`src/rtl/core/cbm_pkg.sv`:
```
// ----------------------------------------------------------------------------
// Cartridge bank mapper package
// Shared types, codes and the register address decode for the mapper.
// ----------------------------------------------------------------------------
package cbm_pkg;

   typedef enum logic [1:0] {
      CmdWrite     = 2'd0,
      CmdTick      = 2'd1,
      CmdChrLookup = 2'd2,
      CmdPrgLookup = 2'd3
   } cmd_type;

   typedef enum logic [2:0] {
      PortNone   = 3'd0,
      PortSelect = 3'd1,
      PortData   = 3'd2,
      PortMirror = 3'd3,
      PortLatch  = 3'd4,
      PortReload = 3'd5,
      PortIrqOff = 3'd6,
      PortIrqOn  = 3'd7
   } port_type;

   // Data port targets, by the low four bits of the select register.
   localparam logic [3:0] SelChrPair0  = 4'd0;
   localparam logic [3:0] SelChrPair1  = 4'd1;
   localparam logic [3:0] SelChr4      = 4'd2;
   localparam logic [3:0] SelChr5      = 4'd3;
   localparam logic [3:0] SelChr6      = 4'd4;
   localparam logic [3:0] SelChr7      = 4'd5;
   localparam logic [3:0] SelPrgLow    = 4'd6;
   localparam logic [3:0] SelPrgMid    = 4'd7;
   localparam logic [3:0] SelChrFine1  = 4'd8;
   localparam logic [3:0] SelChrFine3  = 4'd9;
   localparam logic [3:0] SelPrgHigh   = 4'd15;

   localparam logic [7:0] LastPrgReset = 8'hFF;

   typedef struct packed {
      logic        en;
      cmd_type     cmd;
      port_type    port;
      logic [15:0] address;
      logic [7:0]  data_value;
      logic        in_vblank;
      logic        rendering_on;
   } step_type;

   // The port is picked by address bits 15:13 and bit 0.
   function automatic port_type port_decode(input logic [15:0] addr);
      port_type p;
      case ({addr[15:13], addr[0]})
         4'b1000: p = PortSelect;
         4'b1001: p = PortData;
         4'b1010: p = PortMirror;
         4'b1100: p = PortLatch;
         4'b1101: p = PortReload;
         4'b1110: p = PortIrqOff;
         4'b1111: p = PortIrqOn;
         default: p = PortNone;
      endcase
      return p;
   endfunction

endpackage

```
`src/rtl/core/cbm_irq.sv`:
```
// ----------------------------------------------------------------------------
// Scanline interrupt counter
// Holds the counter, latch, enable and reload request, and fires on expiry.
// ----------------------------------------------------------------------------
module cbm_irq
   import cbm_pkg::*;
(
   input  logic     clock,
   input  logic     reset,
   input  step_type step,
   output logic     irq_fire
);

   logic [7:0] counter_ff, counter_in;
   logic [7:0] latch_ff, latch_in;
   logic       enabled_ff, enabled_in;
   logic       pending_ff, pending_in;

   always_comb begin
      counter_in = counter_ff;
      latch_in   = latch_ff;
      enabled_in = enabled_ff;
      pending_in = pending_ff;
      irq_fire   = 1'b0;
      if (step.en && step.cmd == CmdWrite) begin
         case (step.port)
            PortLatch:  latch_in   = step.data_value;
            PortReload: pending_in = 1'b1;
            PortIrqOff: enabled_in = 1'b0;
            PortIrqOn:  enabled_in = 1'b1;
            default:    ;
         endcase
         if (pending_in) begin
            counter_in = latch_in;
         end
      end else if (step.en && step.cmd == CmdTick && !step.in_vblank) begin
         pending_in = 1'b0;
         if (step.rendering_on) begin
            if (counter_ff == 8'd0) begin
               counter_in = latch_ff;
               irq_fire   = enabled_ff;
               pending_in = 1'b1;
            end else begin
               counter_in = counter_ff - 8'd1;
            end
         end
      end
   end

   always_ff @(posedge clock) begin
      if (reset) begin
         counter_ff <= '0;
         latch_ff   <= '0;
         enabled_ff <= 1'b0;
         pending_ff <= 1'b0;
      end else begin
         counter_ff <= counter_in;
         latch_ff   <= latch_in;
         enabled_ff <= enabled_in;
         pending_ff <= pending_in;
      end
   end

   a_fire_on_tick: assert property (@(posedge clock) disable iff (reset)
      irq_fire |-> (step.en && step.cmd == CmdTick && enabled_ff))
      else $error("Interrupt fired outside an enabled tick.");

   a_fire_reload: assert property (@(posedge clock) disable iff (reset)
      irq_fire |=> (counter_ff == $past(latch_ff) && pending_ff))
      else $error("Counter did not reload from the latch on expiry.");

endmodule

```
`src/rtl/core/cbm_banks.sv`:
```
// ----------------------------------------------------------------------------
// Bank window registers
// Select register, CHR and PRG windows, mirroring, and bank lookups.
// ----------------------------------------------------------------------------
module cbm_banks
   import cbm_pkg::*;
(
   input  logic       clock,
   input  logic       reset,
   input  step_type   step,
   input  logic       cfg_we,
   input  logic [7:0] cfg_data,
   output logic [7:0] bank_number,
   output logic       mirror_next
);

   logic [7:0] select_ff, select_in;
   logic       invert_ff, invert_in;
   logic       mirror_ff;
   logic [7:0] chr_ff [8];
   logic [7:0] prg_ff [4];

   logic       is_write;
   logic       data_we;
   logic       swap;
   logic       use_invert;
   logic [7:0] chr_mask;
   logic [7:0] chr_we;
   logic [3:0] prg_we;

   assign is_write = step.en && step.cmd == CmdWrite;
   assign data_we  = is_write && step.port == PortData;
   assign swap     = select_ff[6];

   always_comb begin
      chr_mask   = 8'h00;
      use_invert = 1'b0;
      prg_we     = 4'b0000;
      case (select_ff[3:0])
         SelChrPair0: begin chr_mask = 8'h03; use_invert = 1'b1; end
         SelChrPair1: begin chr_mask = 8'h0C; use_invert = 1'b1; end
         SelChr4:     begin chr_mask = 8'h10; use_invert = 1'b1; end
         SelChr5:     begin chr_mask = 8'h20; use_invert = 1'b1; end
         SelChr6:     begin chr_mask = 8'h40; use_invert = 1'b1; end
         SelChr7:     begin chr_mask = 8'h80; use_invert = 1'b1; end
         SelChrFine1: chr_mask = 8'h02;
         SelChrFine3: chr_mask = 8'h08;
         SelPrgLow:   prg_we = swap ? 4'b0010 : 4'b0001;
         SelPrgMid:   prg_we = swap ? 4'b0100 : 4'b0010;
         SelPrgHigh:  prg_we = swap ? 4'b0001 : 4'b0100;
         default:     ;
      endcase
      // Inverting swaps the lower and upper halves of the CHR windows.
      if (use_invert && invert_ff) begin
         chr_we = {chr_mask[3:0], chr_mask[7:4]};
      end else begin
         chr_we = chr_mask;
      end
   end

   always_comb begin
      select_in = select_ff;
      invert_in = invert_ff;
      if (is_write && step.port == PortSelect) begin
         select_in = step.data_value;
         invert_in = step.data_value[7];
      end
   end

   assign mirror_next = (is_write && step.port == PortMirror) ?
                        step.data_value[0] : mirror_ff;

   always_comb begin
      case (step.cmd)
         CmdChrLookup: bank_number = chr_ff[step.address[12:10]];
         CmdPrgLookup: bank_number = prg_ff[step.address[14:13]];
         default:      bank_number = 8'd0;
      endcase
   end

   always_ff @(posedge clock) begin
      if (reset) begin
         select_ff <= '0;
         invert_ff <= 1'b0;
         mirror_ff <= 1'b0;
         for (int i = 0; i < 8; i++) begin
            chr_ff[i] <= '0;
         end
         for (int i = 0; i < 4; i++) begin
            prg_ff[i] <= LastPrgReset;
         end
      end else begin
         select_ff <= select_in;
         invert_ff <= invert_in;
         mirror_ff <= mirror_next;
         if (data_we) begin
            for (int i = 0; i < 8; i++) begin
               if (chr_we[i]) begin
                  chr_ff[i] <= step.data_value;
               end
            end
         end
         if (cfg_we) begin
            for (int i = 0; i < 4; i++) begin
               prg_ff[i] <= cfg_data;
            end
         end else if (data_we) begin
            for (int i = 0; i < 4; i++) begin
               if (prg_we[i]) begin
                  prg_ff[i] <= step.data_value;
               end
            end
         end
      end
   end

   a_cfg_load: assert property (@(posedge clock) disable iff (reset)
      cfg_we |=> (prg_ff[0] == $past(cfg_data) && prg_ff[3] == $past(cfg_data)))
      else $error("Configuration write did not load the PRG windows.");

   a_top_window: assert property (@(posedge clock) disable iff (reset)
      !cfg_we |=> prg_ff[3] == $past(prg_ff[3]))
      else $error("Top PRG window changed without a configuration write.");

endmodule

```
`src/rtl/core/cartridge_bank_mapper_scanline_irq_unit.sv`:
```
// ----------------------------------------------------------------------------
// Cartridge bank mapper with scanline interrupt
//
//   Channel  Direction  Handshake            Beat contents
//   req      in         req_valid/req_ready  command, address, data, vblank, rendering
//   rsp      out        rsp_valid/rsp_ready  irq_fire, bank_number, mirror_horizontal
//   csr      in         csr_valid/csr_ready  last_prg_bank
//
// A request beat is registered, executed against the mapper state once the
// response register is free, and its response is registered. While rsp_ready
// holds, one beat per cycle is sustained; the decode and counter update logic
// sits between the request and response registers.
// Reset is synchronous; it empties both registers and restores all state.
// A stalled response holds the request register, which then holds req_ready low.
// ----------------------------------------------------------------------------
module cartridge_bank_mapper_scanline_irq_unit
   import cbm_pkg::*;
(
   input  logic        clock,
   input  logic        reset,
   input  logic        req_valid,
   output logic        req_ready,
   input  logic [1:0]  req_command,
   input  logic [15:0] req_address,
   input  logic [7:0]  req_data_value,
   input  logic        req_in_vblank,
   input  logic        req_rendering_on,
   output logic        rsp_valid,
   input  logic        rsp_ready,
   output logic        rsp_irq_fire,
   output logic [7:0]  rsp_bank_number,
   output logic        rsp_mirror_horizontal,
   input  logic        csr_valid,
   output logic        csr_ready,
   input  logic [7:0]  csr_last_prg_bank
);

   logic        in_valid_ff, in_valid_in;
   logic [1:0]  cmd_ff;
   logic [15:0] address_ff;
   logic [7:0]  data_ff;
   logic        vblank_ff;
   logic        render_ff;

   logic        out_valid_ff, out_valid_in;
   logic        fire_ff;
   logic [7:0]  bank_ff;
   logic        mirror_ff;

   logic        out_free;
   logic        advance;
   logic        req_take;
   step_type    step;
   logic        fire;
   logic [7:0]  bank;
   logic        mirror;

   assign out_free  = !out_valid_ff || rsp_ready;
   assign advance   = in_valid_ff && out_free;
   assign req_ready = !in_valid_ff || advance;
   assign req_take  = req_valid && req_ready;
   assign csr_ready = 1'b1;

   assign in_valid_in  = req_take ? 1'b1 : (advance ? 1'b0 : in_valid_ff);
   assign out_valid_in = advance ? 1'b1 : (rsp_ready ? 1'b0 : out_valid_ff);

   always_comb begin
      step.en           = advance;
      step.cmd          = cmd_type'(cmd_ff);
      step.port         = port_decode(address_ff);
      step.address      = address_ff;
      step.data_value   = data_ff;
      step.in_vblank    = vblank_ff;
      step.rendering_on = render_ff;
   end

   cbm_irq u_irq (
      .clock    (clock),
      .reset    (reset),
      .step     (step),
      .irq_fire (fire)
   );

   cbm_banks u_banks (
      .clock       (clock),
      .reset       (reset),
      .step        (step),
      .cfg_we      (csr_valid && csr_ready),
      .cfg_data    (csr_last_prg_bank),
      .bank_number (bank),
      .mirror_next (mirror)
   );

   always_ff @(posedge clock) begin
      if (reset) begin
         in_valid_ff  <= 1'b0;
         out_valid_ff <= 1'b0;
      end else begin
         in_valid_ff  <= in_valid_in;
         out_valid_ff <= out_valid_in;
      end
   end

   always_ff @(posedge clock) begin
      if (req_take) begin
         cmd_ff     <= req_command;
         address_ff <= req_address;
         data_ff    <= req_data_value;
         vblank_ff  <= req_in_vblank;
         render_ff  <= req_rendering_on;
      end
      if (advance) begin
         fire_ff   <= fire;
         bank_ff   <= bank;
         mirror_ff <= mirror;
      end
   end

   assign rsp_valid             = out_valid_ff;
   assign rsp_irq_fire          = fire_ff;
   assign rsp_bank_number       = bank_ff;
   assign rsp_mirror_horizontal = mirror_ff;

   a_stall_cause: assert property (@(posedge clock) disable iff (reset)
      !req_ready |-> (in_valid_ff && out_valid_ff && !rsp_ready))
      else $error("Request stalled without a full pipeline.");

endmodule
```
`config.mk`:
```
export PLATFORM = sky130hd
export DESIGN_NAME = cartridge_bank_mapper_scanline_irq_unit
export DESIGN_NICKNAME = d
export VERILOG_FILES = /design/src/rtl/core/cbm_pkg.sv /design/src/rtl/core/cbm_irq.sv /design/src/rtl/core/cbm_banks.sv /design/src/rtl/core/cartridge_bank_mapper_scanline_irq_unit.sv
export SDC_FILE = /design/constraint.sdc
export NUM_CORES = 1
export LEC_CHECK = 0
export BUFFER_PORTS_ARGS = -buffer_cell sky130_fd_sc_hd__buf_2
export CORE_UTILIZATION = 38
export CTS_CLUSTER_SIZE = 40
export DETAILED_ROUTE_END_ITERATION = 7
export GPL_TIMING_DRIVEN = 0
export SYNTH_ARGS = -nofsm -noshare
export SYNTH_HDL_FRONTEND = slang
export SYNTH_SLANG_ARGS = --single-unit
```
`constraint.sdc`:
```
create_clock -name clock -period 3.4 [get_ports clock]
set_input_delay 0.68 -clock clock [delete_from_list [all_inputs] [get_ports clock]]
set_output_delay 0.68 -clock clock [all_outputs]
set_load 0.005 [all_outputs]
```
==> reports/qor.yml, run 1 <==
outcome: "finished, final reports clean"
worst-path-max-fanout: 10
worst_pin_slew_ns: 0.9189
synth_compound_area_share_pct: 8.814
avgViaCountPerCell: 5.444
clk_pin_slew_worst_paths_ns: 0.06
endpoint_kind: "register"
required_ns: 3.47
max_freq_mhz: 346.7
synth.distinct_cells: 61
synth.area.mux_share_pct: 12.11
grt_use_met1_pct: 22.93
synthSimpleGateAreaFrac_pct: 12.82
syn_avg_cell_area_um2: 13.01
firstDrtPassIters: 5
ys_top_cells_by_area: "edfxtp_1 53%, dfxtp_1 9.1%, mux4_2 7.7%"
crit_chain: "buf_2, nor2b_1, nand3_2, nor4b_1, o21ai_1, nand2_1"
ys_seq_area_share_pct: 62.54
powerDensity_nw_per_um2: 543.8
startpoint: "cmd_ff[1]"
grt_pass1_wl_um: 24580
grt_use_met2_pct: 29.94
cts_root_buf: "clkbuf_16"
grt_use_met3_pct: 4.313
yosys.area.top_type: "edfxtp_1"
routed_wl_um: 15930
drtAntennaViolNets: 0
setup_violations: 0
slew_violations: 0
skew_ns: 0.008201
post_cts_buffers: 0
via_count: 4584
grt_start_max_net_pins: 20
slew_headroom_pct: 38.33
peakVddDrop_mv: 0.3484
cts_sinks: 157
layout.nets: 645
synth_nets: 583
top_usage_layer: "met2"
min_path_cells: 1
layout-area-overhead-vs-synth_pct: 15.33
n_fill_cell: 1659
drc: 0
fp.dieW_um: 138.0
post-route-min-period_ns: 2.885
ioPinCount: 54
cts_resized: 0
yosys_warnings: 0
synth_xor_area_share_pct: 0.7479
hp-start: "req_data_value[6]"
postCtsHoldBufs: 0
post_drt_wl_per_cell_um: 18.92
fin_setup_tns_ns: 0
start_kind: "register"
synthAdderAreaFrac_pct: 0.3561
ys_ff_latch: 157
slowest_stage: "nor4b_1"
cap_violations: 0
gr-total-overflow: 0
arrival_ns: 2.95
rsz0062_at_grt: "false"
place_congestion: 0.8770
p_leak_nw: 2.961
synth_top_family_by_area: "simple AND/OR/NAND/NOR gates"
async_flop_share_pct: 0
period_share_pct: 84.84
die_y_um: 138.0
io_buffers: 43
cts_tree: "built"
worst-path-stages: 6
max-clock-path-buffers: 2
start_util_pct: 38.98
crit_type: "register to register"
drive_gt1_share_pct: 19.09
synthCells: 540
numCtsBuffers: 17
slowest_delay_ns: 0.57
dp_hpwl_um: 11140
finalHoldViolations: 0
synth_edf_count: 125
reg2regPathDepth: 6
dieArea_um2: 19040
ctsHtreeMaxLevel: 4
antenna_found_initial: 0
grt_usage_pct: 17.94
path_buf_inv: 1
core_um2: 18020
rows: 49
diodes: 0
total_power_mw: 4.407
r2r_slack_ns: 0.52
r2r-start: "cmd_ff[1]"
crit_family: "simple AND/OR/NAND/NOR gates"
clkLatencyLatePin_ns: 0.42
yosysTopAreaCellShare_pct: 53.42
drtIter0Drc: 306
hp-class: "primary input to register"
synth_flop_cell: "edfxtp_1"
syn_area_um2: 7027
grt_pass1_vias: 4521
-- state kept, by name, summed over array words and instances (netlist names), 2 cells and up, named ones only --
| name | flops |
|---|---|
| u_banks.prg_ff | 32 |
| rsp_bank_number | 8 |
| u_banks.chr_ff | 64 |
| cmd_ff | 2 |
| data_ff | 8 |
| u_banks.select_ff | 5 |
| u_irq.counter_ff | 8 |
| u_irq.latch_ff | 8 |
| address_ff | 7 |
-- final timing paths --
| path | to |
|---|---|
| max | u_banks.chr_ff[5][6] |
| min | data_ff[6] |
| min reg2reg | u_irq.latch_ff[7] |
| max reg2reg | u_banks.chr_ff[5][6] |
-- cell type report --
| class | count | area [um^2] | share of cell area (%) |
|---|---|---|---|
| Timing Repair Buffer | 43 | 215.2 | 2.656 |
| Tap cell | 229 | 286.5 | 3.536 |
| Clock inverter | 12 | 146.4 | 1.806 |
| Multi-Input combinational cell | 340 | 2452 | 30.26 |
| Clock buffer | 18 | 429.2 | 5.296 |
| Inverter | 16 | 60.06 | 0.7411 |
| Buffer | 27 | 120.1 | 1.482 |
| Sequential cell | 157 | 4394 | 54.22 |
-- synthesized netlist by cell type (2+ instances only) --
master	number
edfxtp_1	125
nor2_1	83
nand2_1	43
dfxtp_1	32
mux4_2	24
mux2i_1	22
a21oi_1	21
o22a_1	16
inv_1	15
clkbuf_1	14
nand2b_1	13
o21ai_0	12
nor3_1	9
o211a_1	8
o21a_1	8
mux2_2	7
buf_2	6
nand3_1	6
o21ai_1	6
buf_1	5
nor2b_1	5
nor3b_1	4
xor2_1	4
a211oi_1	3
and2_1	3
and3_1	3
nand4_1	3
a31oi_1	2
and3b_1	2
ha_1	2
nor4b_1	2
or3_1	2
xnor2_1	2
-- layer usage --
layer / vias to the layer above / wire, um
li1: 2141 / -
met1: 2255 / 6791
met2: 172 / 8050
met3: 16 / 960
met4: 0 / 131
met5: - / 0
-- power breakdown --
| part | switching [mW] | internal [mW] | total (mW) | leakage [nW] |
|---|---|---|---|---|
| logic | 0.184 | 0.138 | 0.322 | 1.18 |
| registers | 0.0401 | 2.17 | 2.21 | 1.50 |
| clock network | 0.732 | 1.14 | 1.87 | 0.281 |
-- cell usage in the layout, fill, tap and decap left out, drive strengths merged, types with 10 or more instances in the layout --
cell,instances
dfxtp,32
mux4,24
nor3,10
clkbuf,32
inv,18
mux2i,22
o22a,16
a21oi,21
nand2b,13
o21ai,18
nor2,83
nand2,43
buf,56
edfxtp,125
-- logic make-up (layout without fill, tap and decap cells) --
kind of cell             count (synthesis)  in the layout
AND/OR/NAND/NOR                        188            188
XOR/XNOR                                 6              6
other                                    1              1
buffers and inverters                   43            116
AO/OA/AOI/OAI                           89             89
adder cells (fa/ha/maj)                  2              2
multiplexers                            54             54
flip-flops                             157            157
-- metrics by stage --
step	std cells	util (%)	setup WS (ns)	instance area [um^2]	hold slack (ns)
2_1_floorplan	540	-	1.233	7027	0.4361
3_3_place_gp	812	41.77	0.4669	7528	0.4467
3_5_place_dp	812	41.77	0.4743	7528	0.4601
4_1_cts	842	44.96	0.5215	8104	0.4138
5_1_grt	842	44.96	0.3290	8104	0.4115
6_report	842	44.96	0.5153	8104	0.4316
No activity file was read; power rests on OpenSTA's default activity.
==> run 2: changes to the inputs <==
- clock period: 3.4 -> 2.6 ns (I/O delays scaled with it)
==> reports/qor.yml, run 2 (synthesized netlist as in run 1, its figures left out) <==
period_share_pct: 93.38
required_ns: 2.70
layout-area-overhead-vs-synth_pct: 16.03
grt_usage_pct: 17.93
max_freq_mhz: 411.9
skew_ns: 0.006181
cap_violations: 0
arrival_ns: 2.53
numCtsBuffers: 17
clk_pin_slew_worst_paths_ns: 0.06
final_cell_mix: "125 x edfxtp_1, 83 x nor2_1, 49 x buf_2, 37 x nand2_1, 32 x dfxtp_1"
p_leak_nw: 2.967
grt_pass1_wl_um: 24560
sw_frac_of_total_pct: 21.76
via_count: 4582
largest_registers: "u_banks.chr_ff x64, u_banks.prg_ff x32"
drtAntennaViolNets: 0
finalWorstSetupSlack_ns: 0.1720
cts_sinks: 157
holdWs_ns: 0.2726
pwr-share-clk_pct: 42.5
drtIter0Drc: 337
peakVddDrop_mv: 0.4561
worst_pin_slew_ns: 0.8567
diodes: 0
fp.dieW_um: 138.0
endpoint_kind: "register"
drc: 0
die_y_um: 138.0
avgViaCountPerCell: 5.435
io_buffers: 43
rsz0062_at_grt: "false"
dp_hpwl_um: 11140
hp-class: "primary input to register"
fin_setup_tns_ns: 0
post-route-min-period_ns: 2.428
slew_headroom_pct: 42.51
firstDrtPassIters: 5
total_power_mw: 5.768
dp_slack_ns: -0.1677
clkLatencyLatePin_ns: 0.42
pwr-share-comb_pct: 7.3
power_switching_mw: 1.255
finalHoldViolations: 0
gr-total-overflow: 0
grt_pass1_vias: 4528
cellInternalPower_mw: 4.513
layout.nets: 646
cts_tree: "built"
powerDensity_nw_per_um2: 707.4
cts_root_buf: "clkbuf_16"
routed_wl_um: 15930
setup_violations: 0
place_congestion: 0.8770
grt_start_max_net_pins: 20
top_register: "u_banks.chr_ff"
core_um2: 18020
max-clock-path-buffers: 2
pwr-share-seq_pct: 50.1
crit_type: "register to register"
slew_violations: 0
start_util_pct: 38.98
dieArea_um2: 19040
final_common_cell: "edfxtp_1"
drive_gt1_share_pct: 21.17
largest_reg_flops: 64
ioPinCount: 54
antenna_found_initial: 0
worst-path-max-fanout: 10
rows: 49
ctsHtreeMaxLevel: 4
post_drt_wl_per_cell_um: 18.89
outcome: "finished, final reports clean"
start_kind: "register"
## run 2: changes by cell type in the layout (fill, tap and decap cells not counted), moves of 4 or more
cell | before | now
o21ai_2 | 0 | 4
nand2_1 | 43 | 37
o21ai_1 | 7 | 3
nand2_2 | 0 | 6
## run 2: final cells by class
type                            instances  area [um^2]
Buffer                                 27        120.1
Clock buffer                           18        429.2
Timing Repair Buffer                   44        222.7
Inverter                               16        60.06
Multi-Input combinational cell        340         2494
Sequential cell                       157         4394
Clock inverter                         12        146.4
Fill cell                            1648         9872
Tap cell                              229        286.5
## run 2: layer usage
metal | vias up | wire length (um) | global-route usage [%] | share of wire [%]
li1 | 2141 | - | - | -
met3 | 20 | 985 | 4.423 | 6.2
met2 | 163 | 8001 | 29.81 | 50
met4 | 0 | 182 | 5.978 | 1.1
met1 | 2258 | 6757 | 22.83 | 42
met5 | - | 0 | 0 | 0
## run 2: worst paths after layout
kind / depth (start not counted) / slack, ns / end / from
setup / recovery: 6 / 0.17 / u_banks.chr_ff[5][6] / cmd_ff[1]
setup reg to reg: 6 / 0.17 / u_banks.chr_ff[5][6] / cmd_ff[1]
hold reg to reg: 2 / 0.47 / u_irq.latch_ff[7] / u_irq.latch_ff[7]
hold / removal: 1 / 0.27 / data_ff[6] / req_data_value[6]
## run 2: power by group through the flow
stage	logic (mW)	clock network [mW]	registers, mW
3_5_place_dp	0.425	0	2.95
5_1_grt	0.461	2.58	2.90
2_1_floorplan	0.283	0	2.92
4_1_cts	0.429	2.49	2.89
6_report	0.422	2.45	2.89
3_3_place_gp	0.418	0	2.94
## run 2: per-stage QoR
stage	utilization, %	instance area [um^2]	cells
2_1_floorplan	-	7027	540
3_3_place_gp	41.77	7528	812
3_5_place_dp	41.77	7528	812
4_1_cts	45.09	8127	842
5_1_grt	45.23	8153	843
6_report	45.23	8153	843
## run 2: critical path: stages, from the launching register on
cell,delay (ns)
edfxtp_1,0.34
buf_2,0.21
nor2b_1,0.25
nand3_2,0.26
nor4b_2,0.50
o21ai_2,0.25
nand2_2,0.29
## run 2: repair_timing
item | CTS | global route
setup endpoints to repair | 40 | 88
pin swaps | 0 | 1
hold buffers | 0 | 0
setup buffers | 0 | 1
gates resized for setup | 7 | 5
==> run 3: changes to the inputs <==
==> constraint.sdc (replaced) <==
create_clock -name clock -period 2.6 [get_ports clock]
set_input_delay 0.26 -clock clock [delete_from_list [all_inputs] [get_ports clock]]
set_output_delay 0.26 -clock clock [all_outputs]
set_load 0.005 [all_outputs]
==> reports/qor.yml, run 3 (synthesized netlist as in run 1, its figures left out) <==
dpl_cell_area_um2: 7528
cts_root_buf: "clkbuf_16"
ioPinCount: 54
drc: 0
routed_wl_um: 16000
n_fill_cell: 1638
setup_violations: 0
top_register: "u_banks.chr_ff"
firstDrtPassIters: 5
layout.cells.non_filler: 851
place_congestion: 0.8770
max_freq_mhz: 412.5
slew_headroom_pct: 41.60
slowest_stage: "nor4b_2"
numCtsBuffers: 17
io_buffers: 43
p_leak_nw: 3.000
startpoint: "cmd_ff[1]"
drtAntennaViolNets: 0
period_share_pct: 93.24
clk_pin_slew_worst_paths_ns: 0.06
finalWorstSetupSlack_ns: 0.1758
max-clock-path-buffers: 2
grt_pass1_wl_um: 24610
antenna_found_initial: 0
largest_reg_flops: 64
slew_violations: 0
grt_usage_pct: 17.96
dieArea_um2: 19040
dp_slack_ns: -0.1677
ctsHtreeMaxLevel: 4
core_um2: 18020
r2r_slack_ns: 0.18
rows: 49
total_power_mw: 5.777
largest_registers: "u_banks.chr_ff x64, u_banks.prg_ff x32"
skew_ns: 0.006121
grt_pass1_vias: 4546
fin_area_um2: 8233
multi_input_area_um2: 2494
crit_chain: "buf_2, nor2b_1, nand3_2, nor4b_2, o21ai_2, nand2_2"
holdWs_ns: 0.02176
rsz0062_at_grt: "false"
diodes: 0
peakVddDrop_mv: 0.4520
fp.dieW_um: 138.0
finalHoldViolations: 0
via_count: 4603
final_cell_mix: "125 x edfxtp_1, 83 x nor2_1, 49 x buf_2, 37 x nand2_1, 32 x dfxtp_1"
r2r-start: "cmd_ff[1]"
cp-endpoint: "u_banks.chr_ff[5][6]"
cts_sinks: 157
fin_setup_tns_ns: 0
ff_latch_area_um2: 4394
post-route-min-period_ns: 2.424
start_util_pct: 38.98
post_drt_wl_per_cell_um: 18.81
avgViaCountPerCell: 5.409
hp-class: "primary input to register"
worst_pin_slew_ns: 0.8701
arrival_ns: 2.52
drive_gt1_share_pct: 20.90
drtIter0Drc: 323
worst-path-max-fanout: 10
outcome: "finished, final reports clean"
grt_start_max_net_pins: 20
layout-area-overhead-vs-synth_pct: 17.17
dp_hpwl_um: 11140
crit_type: "register to register"
die_y_um: 138.0
timing.rr.end: "u_banks.chr_ff[5][6]"
final_common_cell: "edfxtp_1"
gr-total-overflow: 0
slowest_delay_ns: 0.49
cts_tree: "built"
start_kind: "register"
endpoint_kind: "register"
dp.cells: 812
reg2regPathDepth: 6
powerDensity_nw_per_um2: 701.7
required_ns: 2.70
clkLatencyLatePin_ns: 0.42
layout.nets: 654
cap_violations: 0
final_util_pct: 45.68
[run 3: timing repair]
item	in CTS	in global routing
resized for setup	7	5
hold buffers	5	3
buffers inserted	0	1
hold endpoints to repair	5	3
setup endpoints to repair	40	88
pin swaps	0	1
[run 3: critical path: cells and delay by family, from the launching register on]
family          cells  cell delay [ns]
compound gates      1             0.26
flops               1             0.34
buf+inv             1             0.21
simple gates        4             1.29
[run 3: worst min path at each step]
stage                     depth (start not counted)            end              start
after floorplan                                   0  address_ff[0]     req_address[0]
after global placement                            1     data_ff[7]  req_data_value[7]
after detailed placement                          1      cmd_ff[1]     req_command[1]
after CTS                                         1     data_ff[3]  req_data_value[3]
after global routing                              1      vblank_ff      req_in_vblank
final                                             1  address_ff[0]     req_address[0]
[run 3: power by group]
| part | total [mW] | internal, mW | switching (mW) | leakage (nW) |
|---|---|---|---|---|
| Clock | 2.45 | 1.49 | 0.961 | 0.281 |
| Combinational | 0.432 | 0.188 | 0.243 | 1.22 |
| Sequential | 2.89 | 2.84 | 0.0525 | 1.50 |
[run 3: per-layer routing]
metal	global-route usage (%)	wire, um
met5	0	0
met4	5.978	214
met3	4.423	956
met2	29.86	8073
met1	22.88	6759
[run 3: layout make-up]
class                           instances  area share, %
Clock buffer                           18          5.213
Inverter                               16         0.7295
Timing Repair Buffer                   52          3.678
Sequential cell                       157          53.37
Clock inverter                         12          1.778
Multi-Input combinational cell        340          30.29
Tap cell                              229          3.480
Buffer                                 27          1.459
